==> src/sv/gsc_ram.sv <==
`default_nettype none
module gsc_ram #(
    parameter int Width = 42,
    parameter int Depth = 64
) (
    input  wire                     i_clk,
    input  wire                     i_we,
    input  wire [$clog2(Depth)-1:0] i_waddr,
    input  wire [Width-1:0]         i_wdata,
    input  wire [$clog2(Depth)-1:0] i_raddr,
    output logic [Width-1:0]        o_rdata
);
    logic [Width-1:0] r_mem [Depth];

    always_ff @(posedge i_clk) begin
        if (i_we) begin
            r_mem[i_waddr] <= i_wdata;
        end
        o_rdata <= r_mem[i_raddr];
    end
endmodule
`default_nettype wire

==> config.mk <==
export PLATFORM = sky130hd
export DESIGN_NAME = gsc_ram
export DESIGN_NICKNAME = d
export VERILOG_FILES = /design/src/sv/gsc_ram.sv
export SDC_FILE = /design/constraint.sdc
export NUM_CORES = 2
export LEC_CHECK = 0
export BUFFER_PORTS_ARGS = -buffer_cell sky130_fd_sc_hd__buf_2
export CAP_MARGIN = 20
export CORE_UTILIZATION = 55
export CTS_CLUSTER_SIZE = 30
export DETAILED_ROUTE_END_ITERATION = 8
export GPL_TIMING_DRIVEN = 0
export PLACE_DENSITY = 0.71
export SLEW_MARGIN = 20
export SYNTH_ARGS = -nofsm -noshare
export SYNTH_HDL_FRONTEND = slang
export SYNTH_SLANG_ARGS = --single-unit
==> constraint.sdc <==
create_clock -name i_clk -period 5.7 [get_ports i_clk]
set_clock_uncertainty 0.05 [all_clocks]
set_input_delay 0 -clock i_clk [delete_from_list [all_inputs] [get_ports i_clk]]
set_output_delay 0 -clock i_clk [all_outputs]
set_load 0.02 [all_outputs]
After elaboration in Yosys (flattened, before gate mapping):

Memory sizes are Yosys's and may differ from the RTL's. A register that Yosys moved wholly into a read port is not among the register bits.
Cells that the tools add are included.
W data, S select, Z words.

* register bits after elaboration: 0
* latch bits: 0
* bits in writable memories: 2688
* memory bits (read-only): 0
* input port bits: 56
* output and inout bits: 42
* logic and storage cells: 3
* memories: 1

* add/sub/neg operators: 0
* multiply operators: 0
* div/mod/pow operators: 0
* $lt $le $gt $ge: 0
* equality and inequality tests: 0
* shift-type cells: 0
* mux-type cells: 2
* bitwise gates (word level): 0
* reduce and logical (&&, ||, !) cells: 0

Memories
* r_mem: depth 64, width 42, rd ports 1, clocked after memory_dff 1, wr ports 1, RTL line 13 `logic [Width-1:0] r_mem [Depth];`

Operator list (number)
* $mux W1: 2

Depth between registers and ports, before layout:

* word-level depth: 2
* mapped depth: 10
* gate-level depth less buffers: 5

Worst setup path before layout:

No wires, ideal clock.

* path kind: input -> register
* from: in i_waddr[3]
* to: mem r_mem[48][0], enable pin
* library setup time: 0.493 ns
* data arrival time: 3.396 ns
* data required time: 5.157 ns
* setup slack: 1.761 ns
* stages on the path: 4
* path buffers: 1
* cell sequence: clkbuf_1 -> nor2b_1 -> nand4b_1 -> nor3_1

RTL lines
* start: declaration: RTL line 8 `input wire [$clog2(Depth)-1:0] i_waddr,`
* end: declaration: RTL line 13

No word-level cell before the write port.

==> summary.md <==
| Metric | Value |
|---|---|
| Largest family of logic cells by synthesized area | multiplexers |
| Core Area | 186000 sq um |
| Post-CTS Setup Inserts | 0 |
| Global-route wire length before repair | 401 mm |
| CTS H-Tree Depth | 5 |
| Synth warn | 0 |
| Synth cell types | 43 |
| Relative slew slack | 0.152 |
| Vias per Instance | slightly below 7 |
| Number of global-route vias before repair | about 52000 |
| Starting Density | 0.556 |
| Slew @ Worst Pin | 1.27 ns |
| Die Area | between 150000 and 200000 sq um |
| CTS sink cnt | 2730 |
| Buffers on Ports | 89 |
| Die Y | 435 microns |
| Hpwl dp | between 150 and 200 mm |
| CTS tree | built |
| Max-cap violations | 0 |
| IO Count | 98 |
| Crit Path Category | in -> reg |
| Clock Path Buffers | 4 |
| Seq/Total Area, Yosys | 0.789 |
| Clock root buffer | clkbuf_16 |
| Clk_lat worst skew | 0.95 ns |
| Post-Synth XOR/XNOR Area | 0 |
| Mux contribution to synthesized area | 0.169 |
| Fillers | ~12000 |
| Status | complete, no violations |
| Final hold violations | 0 |
| Synth Register Bits | 2730 |
| Layout cells sized above 1 | 0.301 |
| Data arrival, critical path | 4.02 ns |
| Synth Area in Compound Gates | 0.0200 |
| Pin count of the biggest net entering global routing | 65 |
| Final Cycle Share | 0.582 |
| Post-synthesis simple-gate area fraction | 0.0101 |
| Minimum clock period | 3.32 ns |
| Peak supply drop | 0.375 mV |
| Syn_nets | between 4000 and 5000 |
| Num CTS Buffers | 285 |
| # setup viols final | 0 |
| PD cells | 354 nW/um^2 |
| Initial antenna violation count | 17 |
| Type of origin of the critical path | input port |
| DR iter-0 viols | 8821 |
| Worst hold margin | 0.105 ns |
| Syn_area_per_cell | approximately 24 sq um |
| RSZ-0062 raised after global routing | false |
| Critical path peak fanout | 10 |
| GR Util All Layers | 0.307 |
| Post-DR wirelength/cell | 38.0 microns |
| Total wire length | approximately 290 mm |
| Core Rows | 158 |
| Via count | ~52000 |
| Crit. End Element | register |
| DIE WIDTH | 435 microns |
| Fin. max-slew vios | 0 |
| HP Class | in -> reg |
| Clk slew on worst S/H paths | 0.06 ns |
| Power Total | between 40000 and 50000 uW |
| Worst EP required | between 6 and 7 ns |
| Synth Instances | 4352 |
| Leakage Power | 0.0379 uW |
| Layout net count | between 4000 and 5000 |
| Placer Congestion | 0.892 |
| Antenna Nets Post-Route | 0 |
| Drc violations | 0 |
| Global route total overflow | 0 |
| Synthesized area | between 100000 and 150000 sq um |
| DR pass1 iterations | 6 |
| Max Freq | 301 MHz |
| Post-synthesis adder-cell area fraction | 0 |
| Area grow syn2layout | 16.2% |
[cells by family after synthesis]
group	after synthesis
DFF	2730
muxes	879
AOI/OAI and AO/OA	275
buffers and inverters	242
and+or+nand+nor	226
[critical path, cell delays in order]
cell and delay, ns:
buf_2 0.35, buf_2 0.59, buf_2 0.52, buf_1 0.80
mux4_2 0.46, mux2i_1 0.30, o221ai_1 0.15, nor2_1 0.52
nor2_1 0.28
[stage by stage]
stage	worst slack, ns	util	std cells	setup TNS [ns]	cell area (sq um)
CTS	2.58	0.645	7609	0	120000
floorplan	1.76	-	4352	0	103000
global route	2.49	0.645	7614	0	120000
global placement	-2.64	0.575	6921	-276.20	107000
finish	2.38	0.645	7615	0	120000
detailed placement	1.65	0.595	7078	0	111000
[cells in the mapped netlist, drive strengths merged]
cell / n / share of area
a22o: 17 / 0.0014
and2: 11 / 0.00067
nand3: 7 / 0.00034
nor2b: 14 / 0.00085
and3: 2 / 0.00012
o211a: 4 / 0.00039
inv: 1 / 0.000036
a21oi: 31 / 0.0015
nand2b: 7 / 0.00042
or3b: 3 / 0.00025
o22ai: 30 / 0.0018
dfxtp: 42 / 0.0081
clkbuf: 98 / 0.0036
a32oi: 1 / 0.000085
or3: 3 / 0.00018
a22oi: 83 / 0.0060
nand3b: 12 / 0.00087
o21ai: 7 / 0.00034
mux2i: 154 / 0.015
edfxtp: 2688 / 0.78
a211o: 4 / 0.00034
buf: 143 / 0.0086
a222oi: 9 / 0.00087
nor2: 114 / 0.0041
a31oi: 6 / 0.00036
nand4: 2 / 0.00012
mux2: 40 / 0.0044
nand4b: 1 / 0.000085
mux4: 685 / 0.15
nand2: 36 / 0.0013
nor3: 13 / 0.00063
or2: 1 / 0.000061
a211oi: 20 / 0.0015
o311a: 2 / 0.00019
a21boi: 2 / 0.00015
o221ai: 32 / 0.0027
o211ai: 1 / 0.000073
a221oi: 26 / 0.0022
[where the power goes]
group	switching, uW	leakage (uW)	internal, uW
clock network	7460	0.00426	10400
registers	42.8	0.0245	22200
logic	1530	0.00908	803
[area by class of cell]
| class | count | area [sq um] | share of cell area |
|---|---|---|---|
| repair buffers | 297 | 4370 | 0.0364 |
| clock buffers | 355 | 7550 | 0.0629 |
| plain buffers | 241 | 1270 | 0.0106 |
| inverters | 1 | 3.75 | 0.0000313 |
| diodes | 4 | 10.0 | 0.0000834 |
| well taps | 2480 | 3100 | 0.0258 |
| flip-flops and latches | 2730 | 81600 | 0.679 |
| clock inverters | 127 | 1200 | 0.0100 |
| multi-input cells | 1380 | 21000 | 0.175 |
[final timing paths]
path	startpoint	to	slack [ns]	depth (start not counted)
setup reg to reg	r_mem[29][31]	o_rdata[31]	2.88	4
setup / recovery	i_raddr[2]	o_rdata[39]	2.38	9
hold / removal	i_wdata[0]	r_mem[63][0]	0.11	2
hold reg to reg	r_mem[46][19]	o_rdata[19]	0.97	4
[state kept, by name, indices dropped and copies added (netlist names)]
| register | cells |
|---|---|
| r_mem | 2688 |
| o_rdata | 42 |
[metal layers]
metal,vias up,wire (microns),global-route usage
met3,785,36800,0.0836
met5,-,264,0.00781
li1,19900,-,-
met1,27500,101000,0.409
met4,12,14800,0.138
met2,4145,136000,0.477
[layout by cell type, fill, tap and decap left out, drive strengths merged, types with 6 or more instances in the layout]
cell type / instances
o221ai: 32
a31oi: 6
clkbuf: 454
a222oi: 9
mux2i: 154
a21oi: 31
edfxtp: 2688
nor3: 13
a22o: 17
a22oi: 83
o21ai: 7
mux2: 40
clkinv: 91
dlygate4sd3: 49
clkinvlp: 8
buf: 390
a211oi: 20
nand2: 36
nand2b: 7
dfxtp: 42
mux4: 685
nand3b: 12
nand3: 7
inv: 6
and2: 11
bufinv: 23
nor2b: 14
a221oi: 26
o22ai: 30
nor2: 114
[timing repair]
action	4_1_cts	5_1_grt
gates resized for setup	0	0
hold buffers	49	0
hold endpoints to repair	2788	0
Power figures use the tool's default switching activity.
