===== config.mk =====
export PLATFORM = sky130hd
export DESIGN_NAME = gsc_front
export DESIGN_NICKNAME = d
export VERILOG_FILES = /design/src/sv/gsc_pkg.sv /design/src/sv/gsc_front.sv
export SDC_FILE = /design/constraint.sdc
export NUM_CORES = 1
export LEC_CHECK = 0
export ABC_AREA = 1
export BUFFER_PORTS_ARGS = -buffer_cell sky130_fd_sc_hd__buf_2
export CORE_MARGIN = 5
export CORE_UTILIZATION = 35
export DETAILED_ROUTE_END_ITERATION = 16
export HOLD_SLACK_MARGIN = 0.12
export PLACE_DENSITY = 0.56
export REMOVE_ABC_BUFFERS = 1
export SLEW_MARGIN = 10
export SYNTH_ARGS = -nofsm -noshare
export SYNTH_HDL_FRONTEND = slang
export SYNTH_SLANG_ARGS = --single-unit

===== constraint.sdc =====
create_clock -name i_clk -period 6.5 [get_ports i_clk]
set_input_delay 0.975 -clock i_clk [delete_from_list [all_inputs] [get_ports i_clk]]
set_output_delay 0.975 -clock i_clk [all_outputs]
set_load 0.005 [all_outputs]

===== src/sv/gsc_pkg.sv =====
`default_nettype none
package gsc_pkg;
    localparam int MaxZonesDefault = 64;
    localparam int CoordW = 14;
    localparam logic [CoordW-1:0] CoordLimit = 14'd10000;
    localparam logic [CoordW-1:0] DistStart = 14'h3FFF;

    typedef enum logic [1:0] {
        CMD_CLEAR = 2'd0,
        CMD_ZONE  = 2'd1,
        CMD_WAYPT = 2'd2,
        CMD_NONE  = 2'd3
    } t_cmd;

    typedef enum logic [2:0] {
        ST_VALID = 3'd0,
        ST_DUP   = 3'd1,
        ST_HIT   = 3'd2,
        ST_RANGE = 3'd3,
        ST_FULL  = 3'd4
    } t_status;

    typedef enum logic [2:0] {
        BK_IDLE,
        BK_READ,
        BK_TEST,
        BK_CMP,
        BK_SQRT,
        BK_OUT
    } t_bk_state;

    typedef struct packed {
        logic             seg;
        t_status          status;
        logic [CoordW-1:0] ax;
        logic [CoordW-1:0] ay;
        logic [CoordW-1:0] bx;
        logic [CoordW-1:0] by;
    } t_job;
endpackage
`default_nettype wire


===== src/sv/gsc_front.sv =====
`default_nettype none
module gsc_front import gsc_pkg::*; #(
    parameter int MaxZones = MaxZonesDefault
) (
    input  wire                        i_clk,
    input  wire                        i_rst_n,
    input  wire                        i_valid,
    output logic                       o_ready,
    input  wire [1:0]                  i_cmd,
    input  wire [CoordW-1:0]           i_x,
    input  wire [CoordW-1:0]           i_y,
    input  wire [CoordW-1:0]           i_r,
    output logic                       o_zone_we,
    output logic [$clog2(MaxZones)-1:0] o_zone_addr,
    output logic [3*CoordW-1:0]        o_zone_data,
    output logic [$clog2(MaxZones+1)-1:0] o_zone_count,
    output logic                       o_job_valid,
    input  wire                        i_job_ready,
    input  wire                        i_back_idle,
    output t_job                       o_job
);
    localparam int CntW = $clog2(MaxZones+1);

    logic [CntW-1:0]   r_count;
    logic              r_have;
    logic [CoordW-1:0] r_px, r_py;
    logic              r_jv;
    t_job              r_job;
    t_job              w_job;
    logic              w_emit, w_acc, w_xy_bad, w_r_bad, w_full;
    t_cmd              w_cmd;

    assign w_cmd    = t_cmd'(i_cmd);
    assign o_ready  = !r_jv && i_back_idle;
    assign w_acc    = i_valid && o_ready;
    assign w_xy_bad = (i_x >= CoordLimit) || (i_y >= CoordLimit);
    assign w_r_bad  = i_r >= CoordLimit;
    assign w_full   = r_count >= CntW'(MaxZones);

    always_comb begin
        w_emit = 1'b0;
        w_job = '{seg: 1'b0, status: ST_VALID, ax: r_px, ay: r_py, bx: i_x, by: i_y};
        case (w_cmd)
            CMD_ZONE: begin
                w_emit = 1'b1;
                if (w_xy_bad || w_r_bad) begin
                    w_job.status = ST_RANGE;
                end else if (w_full) begin
                    w_job.status = ST_FULL;
                end
            end
            CMD_WAYPT: begin
                if (w_xy_bad) begin
                    w_emit = 1'b1;
                    w_job.status = ST_RANGE;
                end else if (r_have) begin
                    w_emit = 1'b1;
                    if (i_x == r_px && i_y == r_py) begin
                        w_job.status = ST_DUP;
                    end else begin
                        w_job.seg = 1'b1;
                    end
                end
            end
            default: w_emit = 1'b0;
        endcase
    end

    assign o_zone_we   = w_acc && w_cmd == CMD_ZONE && !w_xy_bad && !w_r_bad && !w_full;
    assign o_zone_addr = r_count[$clog2(MaxZones)-1:0];
    assign o_zone_data = {i_r, i_y, i_x};
    assign o_zone_count = r_count;
    assign o_job_valid = r_jv;
    assign o_job       = r_job;

    always_ff @(posedge i_clk) begin
        if (!i_rst_n) begin
            r_count <= '0;
            r_have  <= 1'b0;
            r_px    <= '0;
            r_py    <= '0;
            r_jv    <= 1'b0;
        end else begin
            if (w_acc && w_emit) begin
                r_jv <= 1'b1;
            end else if (i_job_ready) begin
                r_jv <= 1'b0;
            end
            if (w_acc) begin
                if (w_emit) begin
                    r_job <= w_job;
                end
                if (w_cmd == CMD_CLEAR) begin
                    r_count <= '0;
                    r_have  <= 1'b0;
                end
                if (o_zone_we) begin
                    r_count <= r_count + 1'b1;
                end
                if (w_cmd == CMD_WAYPT && !w_xy_bad) begin
                    r_have <= 1'b1;
                    if (!r_have || w_job.seg) begin
                        r_px <= i_x;
                        r_py <= i_y;
                    end
                end
            end
        end
    end

    a_full_bound: assert property (@(posedge i_clk) disable iff (!i_rst_n)
        r_count <= CntW'(MaxZones)) else $error("zone count beyond table");
    a_no_we_full: assert property (@(posedge i_clk) disable iff (!i_rst_n)
        w_full |-> !o_zone_we) else $error("write into full table");
    a_hold_job: assert property (@(posedge i_clk) disable iff (!i_rst_n)
        r_jv && !i_job_ready |=> r_jv && $stable(r_job)) else $error("job lost");
endmodule
`default_nettype wire


# == Yosys cells after proc, flatten, opt, wreduce, memory -nomap -nowiden ==
# Cells that the tools add are included.
# totals
register_bits,97
output_inout_bits,118
wordCells,63
# op_classes
add_sub_neg,1
muxes,18
magnitude_cmp,4
n_reduce_logical,25
n_eq_ne,4
# op_table
cell,count
$ge A14 B14 Y1 const B,3
$eq A14 B14 Y1,2
$mux W7,2
$mux W1,10
$logic_and A1 B1 Y1,9
$mux W3,3
$add A7 B1 Y7 const B,1
$ge A7 B7 Y1 const B,1
$pmux W3 S2,1
$reduce_and A3 Y1,2
$reduce_bool A2 Y1,3
$logic_not A1 Y1,5
$mux W4,1
$reduce_and A2 Y1,2
$logic_or A1 B1 Y1,3
$eq A2 B1 Y1 const B,1
$eq A2 B2 Y1 const B,1
$logic_not A2 Y1,1
$pmux W1 S2,1

# == Logic depth before layout (Yosys ltp) ==
# logic_depth
word_depth,9
mapped_depth,13
mapped_depth_nobuf,11

# == Worst setup path after synthesis ==
# Ideal clock, no wire load.
# synth_timing
path_type,input port to flip-flop
startpoint,input port i_cmd[0]
endpoint,"register r_job, in the netlist o_job[0], enable pin"
slack_ps,3377
required_ps,6086
setup_ps,414
arrival_ps,2709
stages,6
cell_sequence,inv_1 ha_1 nand2_1 nor2_1 nand2_1 inv_1
# synth_via
elab_chain_cells,3
elab_cells_between_ends,4
classes_between,eq/ne (2); mux (1); reduce/logical (1)
# synth_rtl
item,line_no,rtl
start: declaration,gsc_front.sv:9,"input wire [1:0] i_cmd,"
$eq A2 B2 Y1 / $eq A2 B1 Y1 (equally long branches),gsc_front.sv:43,case (w_cmd)
$pmux W1 S2 (*),gsc_front.sv:43,
$reduce_and A3 Y1 (no line) (*),n/a,
end signal: assignment,gsc_front.sv:91,r_job <= w_job;
end: declaration,gsc_front.sv:28,t_job r_job;
# Mark *: on every way between the ends. The rest lies on a longest branch, timed or not.
# A chain may end at the register's enable or synchronous reset.

# == Worst setup path in the final report ==
# layout_timing
startpoint,input port i_y[4]
endpoint,output port o_zone_we
# layout_via
elab_chain_cells,6
# layout_rtl
item,line_no,rtl
start: declaration,gsc_front.sv:11,"input wire [CoordW-1:0] i_y,"
$ge A14 B14 Y1,gsc_front.sv:36,assign w_xy_bad = (i_x >= CoordLimit) || (i_y >= CoordLimit);
$logic_or A1 B1 Y1,gsc_front.sv:36,
$logic_not A1 Y1,gsc_front.sv:69,assign o_zone_we = w_acc && w_cmd == CMD_ZONE && !w_xy_bad && !w_r_bad && !w_full;
$logic_and A1 B1 Y1 (3 in a row),gsc_front.sv:69,
end: declaration,gsc_front.sv:13,"output logic o_zone_we,"
# No other way between the ends.

==> reports/results.tsv <==
metric	value	unit
die-area	15300	um2
reg2reg_depth	8	
startpoint_type	input port	
hold_start	r_px[0]	
routedWlPerCell	13.3	um
ys_seq_area_share	56.1	%
worstMarginPinSlew	1.13	ns
hold_depth	0	
yosysMostFrequentCell	nand2_1	
synth_ff_type	edfxtp_1	
syn_inst	479	
avgSynthCellArea	9.47	um2
cp.required	5.52	ns
dieHeight	124	um
ctsRootBufferMaster	clkbuf_16	
finalSetupTns	0	ns
finalMaxSlewViolations	0	
whs	0.480	ns
grt_usage	13.0	%
skew	0.00571	ns
start_util	35.8	%
n_antenna_cell	0	
gp_congestion	0.800	
first_iter_violations	149	
grt_max_degree	61	
core_area	12700	um2
insertion_delay	0.34	ns
rsz0062_at_grt	no	
post_cts_buffers	0	
grtUsageMet2	20.8	%
gr-usage-met3	2.63	%
ys_async_sr_fraction	0	%
finalWirelength	10.1	mm
die_x	124	um
synth_top_area_cell	edfxtp_1	
irDropWorstVdd	0.000131	V
place_ws	3.15	ns
slew-limit-headroom	24.5	%
synth_edf_count	60	
h-tree-depth	3	
drive_gt1_share	31.1	%
cts.sinks	97	
dp_hpwl	7.06	mm
leakagePower	2.49	nW
fmax	308	MHz
synth_area_leaders	edfxtp_1, dfxtp_1, buf_4	
io_buffers	158	
maxCapViolations	0	
layout_min_cycle_time	3.24	ns
num_vias	3375	
io_pins	167	
rrSetupSlack	3.95	ns
gr-total-overflow	0	
cts_tree	yes	
clock_path_buffers	2	
grt_pass1_vias	3165	
ant_nets	0	
synth_warnings	0	
yosysUniqueCellTypes	25	
nets	641	
vias_per_cell	4.42	
cts_hold_buf	0	
finalSetupViolations	0	
cp_max_fo	9	
dr.pass1.iters	4	
power_density	249	nW/um2
instances_no_fill	764	
synth_area	4530	um2
area_growth	20.1	%
rows	41	
hold_class	register to register	
criticalPathCategory	input port to output port	
clkSlewWorstSetupHoldPaths	0.07	ns
dp_cells	747	
synth_seq_cells	97	
ys_top_cells_by_count	nand2_1, edfxtp_1, nor2_1, buf_4, inv_1	
end_kind	output port	
hold_viol	0	
reg2reg_to	r_py[9]	
grt_use_met1	17.0	%
post-route-drc-count	0	
r2r-start	r_px[2]	
min_to	o_job[42]	
antenna_found_initial	0	
cts_resized	0	
cp.arrival	2.27	ns
finalCritPeriodShare	49.9	%
top_usage_layer	met2	
yosysTopAreaCellShare	39.7	%
grt_pass1_wl	15.5	mm
setup_slack	3.26	ns
cts-buffers-inserted	9	
status	finished, final reports clean	
==> worst max-delay path: stages <==
cell,delay [ns]
buf_2,0.13
nor2_1,0.11
nand2_1,0.09
nand2_1,0.07
nand3_1,0.07
nand2_1,0.08
nand2_2,0.10
nor2_2,0.25
nand2_2,0.19
inv_1,0.09
buf_2,0.11
==> layer usage <==
| layer | share of wire, % | vias up |
|---|---|---|
| met5 | 0 | - |
| met4 | 1.5 | 0 |
| met3 | 6.9 | 11 |
| met2 | 45 | 118 |
| met1 | 47 | 1534 |
| li1 | - | 1712 |
==> flip-flops by register name, summed over array words and instances (netlist names) <==
signal	count
o_job	60
r_px	14
r_py	14
o_zone_count	7
o_job_valid	1
r_have	1
==> cells by family (layout without fill, tap and decap cells) <==
logic type	Yosys count	count (layout)	share of synthesized area, %
compound gates	41	41	4.72
buf+inv	116	229	14.8
flops	97	97	56.1
fa+ha+maj	5	5	1.38
simple gates	196	196	18.3
xor+xnor	24	24	4.64
==> per-stage QoR <==
stage               util [%]  area, um2  total power [mW]
finish                  43.0       5450              1.36
global route            43.0       5450              1.41
CTS                     42.8       5420              1.37
detailed placement      40.1       5080             0.769
global placement        40.1       5080             0.768
floorplan                  -       4060             0.716
==> worst max-delay path by stage <==
stage / startpoint / to / cells after the start
after floorplan: i_cmd[0] / o_job[0] / 6
after global placement: i_x[2] / r_py[2] / 9
after detailed placement: i_x[2] / r_px[6] / 9
after CTS: i_x[4] / o_zone_we / 11
after global routing: i_y[4] / o_zone_we / 11
final: i_y[4] / o_zone_we / 11
==> layout by cell type, fill, tap and decap left out, drive strengths merged, types with 5 or more instances in the layout <==
cell	instances
a21oi	36
clkbuf	10
xnor2	12
inv	53
buf	160
dfxtp	37
edfxtp	60
ha	5
nor2	58
nand3	46
xor2	12
nand2	85
==> layout make-up <==
type	count	area (um2)
Clock buffer	10	229
Tap cell	172	215
Sequential cell	97	2540
Fill cell	1287	7220
Clock inverter	6	106
Inverter	53	199
Multi-Input combinational cell	266	1330
Timing Repair Buffer	160	826
==> power by group <==
group	internal [mW]	switching, mW	leakage (nW)
clock network	0.374	0.227	0.160
registers	0.658	0.00405	0.895
logic	0.0388	0.0540	1.44
total	1.07	0.285	2.49
Power figures use the tool's default switching activity.
